==> src/rtl/core/rpf_pkg.sv <==
// Shared constants and types for the repeating period finder.
package rpf_pkg;

    localparam int MaxLen = 1024;
    localparam int AddrW  = $clog2(MaxLen);
    localparam int CntW   = $clog2(MaxLen + 1);
    localparam int SampW  = 16;
    localparam int PreW   = SampW + CntW;
    localparam int SumW   = 48;
    localparam int QDepth = 2;

    typedef struct packed {
        logic [CntW-1:0] n;
    } rpf_job_t;

    typedef enum logic [3:0] {
        ST_IDLE,
        ST_PSETUP,
        ST_NORM,
        ST_KSETUP,
        ST_SCAN,
        ST_NEXT,
        ST_PREFIX,
        ST_MEAN,
        ST_DIV,
        ST_DONE
    } rpf_state_t;

endpackage

==> src/rtl/core/rpf_back.sv <==
// Back part: scores each candidate period and reports the best one.
module rpf_back (
    input  logic                       aclk,
    input  logic                       aresetn,
    input  logic                       job_valid,
    input  rpf_pkg::rpf_job_t          job,
    output logic                       job_ready,
    output logic [rpf_pkg::AddrW-1:0]  spec_addr,
    input  logic signed [15:0]         spec_data,
    output logic [rpf_pkg::CntW-1:0]   pre_addr,
    input  logic signed [rpf_pkg::PreW-1:0] pre_data,
    output logic [7:0]                 m_best_period,
    output logic                       m_found,
    output logic                       m_valid,
    input  logic                       m_ready
);
    import rpf_pkg::*;

    localparam int DivW = SumW + 8;

    rpf_state_t state_reg, state_next;
    logic [CntW-1:0] n_reg, a_reg, p_reg, k_reg;
    logic [CntW-1:0] r_reg, big_reg, norm_reg;
    logic [CntW-1:0] slo_reg, shi_reg, blo_reg, bhi_reg, i_reg, ia_reg, end_reg;
    logic [CntW-1:0] slo_c, shi_c, blo_c, bhi_c;
    logic [CntW-1:0] np_reg, bp_reg;
    logic signed [15:0] nv_reg, bv_reg;
    logic nhave_reg, bhave_reg, dv_reg;
    logic [1:0] ph_reg;
    logic signed [PreW-1:0] ph_lo_reg;
    logic signed [SumW-1:0] sum_reg, best_reg;
    logic [7:0]  bidx_reg;
    logic        found_reg, ovalid_reg;
    logic [7:0]  oper_reg;
    logic        ofound_reg;
    logic        p_fits;
    // shared serial divider: unsigned magnitude restoring division
    logic [DivW-1:0] dq_reg;
    logic [CntW:0]   drem_reg;
    logic [CntW-1:0] dden_reg;
    logic [6:0]      dcnt_reg;
    logic            dneg_reg, dmean_reg;
    logic signed [SumW-1:0] score;
    logic [CntW:0] dtry;

    assign job_ready = (state_reg == ST_DONE);
    assign m_valid = ovalid_reg;
    assign m_best_period = oper_reg;
    assign m_found = ofound_reg;
    assign spec_addr = AddrW'(i_reg);
    assign pre_addr = (ph_reg == 2'd0) ? blo_reg : bhi_reg;
    assign dtry = {drem_reg[CntW-1:0], dq_reg[DivW-1]};
    assign score = dneg_reg ? -SumW'(dq_reg) : SumW'(dq_reg);
    assign p_fits = ((CntW+2)'(p_reg) + (CntW+2)'(1)) * (CntW+2)'(3) <= (CntW+2)'(a_reg);
    assign slo_c = (k_reg >= r_reg) ? k_reg - r_reg : '0;
    assign shi_c = (k_reg + r_reg + 1'b1 < n_reg) ? k_reg + r_reg + 1'b1 : n_reg;
    assign blo_c = (k_reg >= big_reg) ? k_reg - big_reg : '0;
    assign bhi_c = (k_reg + big_reg + 1'b1 < n_reg) ? k_reg + big_reg + 1'b1 : n_reg;

    always_comb begin
        state_next = state_reg;
        case (state_reg)
            ST_IDLE:   if (job_valid && !ovalid_reg) state_next = ST_PSETUP;
            ST_PSETUP: state_next = p_fits ? ST_NORM : ST_DONE;
            ST_NORM:   if (dcnt_reg == '0) state_next = ST_KSETUP;
            ST_KSETUP: state_next = (k_reg < n_reg) ? ST_SCAN : ST_DIV;
            ST_SCAN:   if (i_reg == end_reg && dv_reg) state_next = ST_NEXT;
            ST_NEXT:   state_next = (np_reg == bp_reg) ? ST_PREFIX : ST_KSETUP;
            ST_PREFIX: if (ph_reg == 2'd2) state_next = ST_MEAN;
            ST_MEAN:   if (dcnt_reg == '0) state_next = ST_KSETUP;
            ST_DIV:    if (dcnt_reg == '0) state_next = ST_PSETUP;
            ST_DONE:   state_next = ST_IDLE;
            default:   state_next = ST_IDLE;
        endcase
    end

    always_ff @(posedge aclk) begin
        if (!aresetn) begin
            state_reg  <= ST_IDLE;
            ovalid_reg <= 1'b0;
        end else begin
            state_reg <= state_next;
            if (state_reg == ST_DONE) ovalid_reg <= 1'b1;
            else if (m_ready) ovalid_reg <= 1'b0;
        end
    end

    always_ff @(posedge aclk) begin
        case (state_reg)
            ST_IDLE: begin
                n_reg <= job.n;
                a_reg <= CntW'(({2'b0, job.n} * 3) >> 2);
                p_reg <= CntW'(1);
                found_reg <= 1'b0;
                bidx_reg <= '0;
                best_reg <= {1'b1, {(SumW-1){1'b0}}};
                dv_reg <= 1'b0;
            end
            ST_PSETUP: begin
                r_reg   <= (p_reg < CntW'(20)) ? CntW'(1) :
                           CntW'((32'(p_reg) * 32'd205) >> 12);
                big_reg <= CntW'(({2'b0, p_reg} * 3) >> 2);
                k_reg   <= p_reg;
                sum_reg <= '0;
                dv_reg  <= 1'b0;
                dneg_reg <= 1'b0;
                dq_reg   <= DivW'(a_reg);
                dden_reg <= p_reg;
                drem_reg <= '0;
                dcnt_reg <= 7'(DivW);
            end
            ST_KSETUP: begin
                slo_reg <= slo_c;
                shi_reg <= shi_c;
                blo_reg <= blo_c;
                bhi_reg <= bhi_c;
                i_reg   <= (slo_c < blo_c) ? slo_c : blo_c;
                end_reg <= (shi_c > bhi_c) ? shi_c : bhi_c;
                nhave_reg <= 1'b0;
                bhave_reg <= 1'b0;
                dv_reg <= 1'b0;
                ph_reg <= '0;
                if (k_reg >= n_reg) begin
                    dneg_reg <= sum_reg < 0;
                    dq_reg   <= DivW'(sum_reg < 0 ? -sum_reg : sum_reg) << 8;
                    drem_reg <= '0;
                    dcnt_reg <= 7'(DivW);
                    dmean_reg <= 1'b0;
                    dden_reg <= norm_reg;
                end
            end
            ST_SCAN: begin
                ia_reg <= i_reg;
                dv_reg <= 1'b1;
                if (i_reg != end_reg) i_reg <= i_reg + 1'b1;
                if (dv_reg) begin
                    if (ia_reg >= blo_reg && ia_reg < bhi_reg &&
                        (!bhave_reg || spec_data > bv_reg)) begin
                        bv_reg <= spec_data; bp_reg <= ia_reg; bhave_reg <= 1'b1;
                    end
                    if (ia_reg >= slo_reg && ia_reg < shi_reg &&
                        (!nhave_reg || spec_data > nv_reg)) begin
                        nv_reg <= spec_data; np_reg <= ia_reg; nhave_reg <= 1'b1;
                    end
                end
            end
            ST_NEXT: begin
                k_reg <= k_reg + p_reg;
                ph_reg <= '0;
            end
            ST_PREFIX: begin
                ph_reg <= ph_reg + 1'b1;
                if (ph_reg == 2'd1) ph_lo_reg <= pre_data;
                if (ph_reg == 2'd2) begin
                    dneg_reg <= (pre_data - ph_lo_reg) < 0;
                    dq_reg <= DivW'((pre_data - ph_lo_reg) < 0 ?
                        ph_lo_reg - pre_data : pre_data - ph_lo_reg);
                    dden_reg <= bhi_reg - blo_reg;
                    drem_reg <= '0;
                    dcnt_reg <= 7'(DivW);
                    dmean_reg <= 1'b1;
                end
            end
            ST_NORM, ST_MEAN, ST_DIV: begin
                if (dcnt_reg != '0) begin
                    dcnt_reg <= dcnt_reg - 1'b1;
                    if (dtry >= {1'b0, dden_reg}) begin
                        drem_reg <= dtry - {1'b0, dden_reg};
                        dq_reg <= {dq_reg[DivW-2:0], 1'b1};
                    end else begin
                        drem_reg <= dtry;
                        dq_reg <= {dq_reg[DivW-2:0], 1'b0};
                    end
                end else if (state_reg == ST_NORM) begin
                    norm_reg <= CntW'(dq_reg);
                end else if (dmean_reg) begin
                    // floor: negative with remainder rounds down
                    sum_reg <= sum_reg + SumW'(nv_reg) - (dneg_reg ?
                        -(SumW'(dq_reg) + SumW'(drem_reg != '0)) : SumW'(dq_reg));
                end else begin
                    if (!found_reg || score > best_reg) begin
                        best_reg <= score;
                        bidx_reg <= p_reg[7:0];
                        found_reg <= 1'b1;
                    end
                    p_reg <= p_reg + 1'b1;
                end
            end
            ST_DONE: begin
                oper_reg <= found_reg ? bidx_reg : '0;
                ofound_reg <= found_reg;
            end
            default: ;
        endcase
    end
endmodule
==> config.mk <==
export PLATFORM = sky130hd
export DESIGN_NAME = rpf_back
export DESIGN_NICKNAME = d
export VERILOG_FILES = /design/src/rtl/core/rpf_pkg.sv /design/src/rtl/core/rpf_back.sv
export SDC_FILE = /design/constraint.sdc
export NUM_CORES = 2
export LEC_CHECK = 0
export ABC_AREA = 0
export BUFFER_PORTS_ARGS = -buffer_cell sky130_fd_sc_hd__buf_2
export CAP_MARGIN = 30
export CORE_MARGIN = 4
export CORE_UTILIZATION = 40
export CTS_CLUSTER_SIZE = 8
export DETAILED_ROUTE_END_ITERATION = 7
export GPL_TIMING_DRIVEN = 1
export PLACE_DENSITY_LB_ADDON = 0.12
export REMOVE_ABC_BUFFERS = 1
export SYNTH_ARGS = -nofsm -noshare
export SYNTH_HDL_FRONTEND = slang
export SYNTH_SLANG_ARGS = --single-unit
==> constraint.sdc <==
create_clock -name aclk -period 9.15 [get_ports aclk]
set_input_delay 1.3725 -clock aclk [delete_from_list [all_inputs] [get_ports aclk]]
set_output_delay 1.3725 -clock aclk [all_outputs]
set_load 0.02 [all_outputs]
==> metrics <==
outcome finished, final reports clean; CTS tree done; Synth cell types 98; crit-path max FO 47; synthesized cell area 39800 sq um; FMAX 130 MHz; fin crit share 83.8%; Worst path top cell family by delay simple AND/OR/NAND/NOR gates; Tightest Hold Check Type reg2reg; layout cells sized above 1 6.75%; register area 13300 sq um; setup TNS 0 ns; synth top area cells edfxtp_1 (33%), ha_1 (17%), xnor2_1 (5.0%); GR Util met1 33.7%; asr flop ratio synth 0%; Final nets 4932; Core ar. 98600 sq um; flop2flop setup slack 1.48 ns; most frequent cell after synthesis ha_1; RSZ-0062 raised after global routing no; Slew headroom 31.1%; vias in the first global route 29.7k; initial antenna violation count 0; H-tree depth 3; final setup fails 0; Root Buffer clkbuf_16; GR peak layer met1; Diodes inserted 0; CP required 9.38 ns; drt pass-1 iters 7; first-pass GRT wire length 179000 um; DRC Markers 0; Post-synth top cells ha_1 (535), inv_1 (515), edfxtp_1 (438), nor2_1 (273), a21oi_1 (272); worst-margin pin slew 1.03 ns; number of synthesized register bits 443; CTS Buf Count 68; fin crit period 7.67 ns; Post-DP HPWL 89700 um; via/cell ratio 5.54; Synth Flop Type edfxtp_1; met2 GRT Util 33.3%; GRT met3 Usage 2.80%; sequential-to-total area share from yosys stat 33.3%; yosys synthesis warning count 0; Slew Limit Fails 0; FILL cells 9544; Die H 324 um; CP endpoint kind register; Synth Instances 4199; GPL Wtd Cong 0.902; largest net degree at the start of global routing 80; worst path arrival time 7.90 ns; area leader, netlist edfxtp_1; total track usage 22.0%; post-route clock skew 0.0420 ns; Buffers on Ports 89; chip width 324 um; Worst setup SP type register; number of buffer and inverter stages on the critical path 2; I/O pin count 90; Setup Buffers After CTS 0; Final Hold Fails 0; Starting DRT DRC Count 2164; gr ovfl total 0; share of the synthesized area in the top cell type 33.0%; # hold bufs at CTS 0; Max stage delay on crit path 0.71 ns; total number of vias 30.8k; total clock sinks 443; wirelength, routed 116000 um; max reg flops 56; CTS resizes 0; Worst-path clk slew 0.06 ns; CP max-delay cell nor3_1; # rows 115; Max Root-Sink Buffers 3; footprint of the multi-input gates 24100 sq um; Starting Density 40.4%; Die Area 105000 sq um; Max Cap Viol 0; WS Path Type reg2reg; WL/cell 20.8 um; CP Cell Sequence inv_1 -> ha_1 -> nor4b_2 -> and4_1 -> and4_1 -> nand4_1 -> nor4_2 -> nand4_1 -> nor2_1 -> a31oi_1 -> xor2_1 -> ha_1 -> nand2_1 -> or3_1 -> nor3_1 -> nand3_1 -> a31oi_1 -> or4_1 -> o221ai_1 -> a31oi_4 -> buf_4; ANT nets after route 0; Post-synth EDFFs 438; worst skew pair latency 0.64 ns; Avg Inst Size Synth 9.49 sq um; Layout Area Growth over Synthesis 9.55%
[through the flow]
step	instance area, sq um	worst slack [ns]	instances	hold WS (ns)	utilization [%]
final	43600	1.48	5571	0.514	44.3
after global routing	43600	0.849	5571	0.528	44.3
after CTS	43600	1.52	5570	0.511	44.3
after detailed placement	41600	1.60	5468	0.498	42.2
after global placement	41600	1.70	5466	0.489	42.2
after floorplan	39200	0.203	4059	0.472	-
[final timing paths]
| check | from | endpoint | cells after the start |
|---|---|---|---|
| max | dq_reg[3]$_DFFE_PP_ | best_reg[31]$_SDFFCE_PP0P_ | 21 |
| min | dq_reg[4]$_DFFE_PP_ | norm_reg[4]$_DFFE_PP_ | 0 |
| max reg2reg | dq_reg[3]$_DFFE_PP_ | best_reg[31]$_SDFFCE_PP0P_ | 21 |
| min reg2reg | dq_reg[4]$_DFFE_PP_ | norm_reg[4]$_DFFE_PP_ | 0 |
[cell families (layout without fill, tap and decap cells)]
family | Yosys count | in the layout | synth area share, %
mux | 64 | 64 | 1.63
simple gates | 1037 | 1037 | 13.0
xor+xnor | 305 | 305 | 6.71
fa+ha+maj | 622 | 622 | 21.2
flops | 443 | 443 | 33.3
buf+inv | 657 | 742 | 6.44
compound gates | 1071 | 1071 | 17.8
[routing by layer]
metal	part of all wire (%)	routed length, um
met1	51	58700
met2	42	49300
met3	5.3	6150
met4	1.7	1950
met5	0	0
[layout by cell type (no fill, tap or decap), drive strengths merged, types with 22 or more instances in the layout]
master  Yosys  layout
o31ai      37      37
a21o      122     122
a221oi     22      22
clkbuf    102      88
inv       516     519
xor2       79      79
and3       27      27
nor2      273     273
a21boi     22      22
or3        37      37
fa         87      87
nand2b     33      33
xnor2     226     226
nor2b      37      37
a31oi      36      36
mux2i      56      56
o21a       52      52
a22oi      28      28
o21bai     47      47
nand3      64      64
nand2     253     253
ha        535     535
nand4      76      76
o221ai     40      40
nor4       34      34
buf        38     123
a211oi     22      22
nor3       57      57
o21ai     243     243
edfxtp    438     438
a21oi     275     275
and2       86      86
[cell type report]
cell class	instances	share of cell area, %
Sequential cell	443	30.4
Inverter	517	4.46
Timing Repair Buffer	123	1.62
Tap cell	1287	3.69
Multi-Input combinational cell	3099	55.3
Clock inverter	14	0.476
Clock buffer	88	4.09
Power is left out: the tool's default activity adds up to more than one toggle a clock period on the data nets, which glitch-free logic cannot reach.
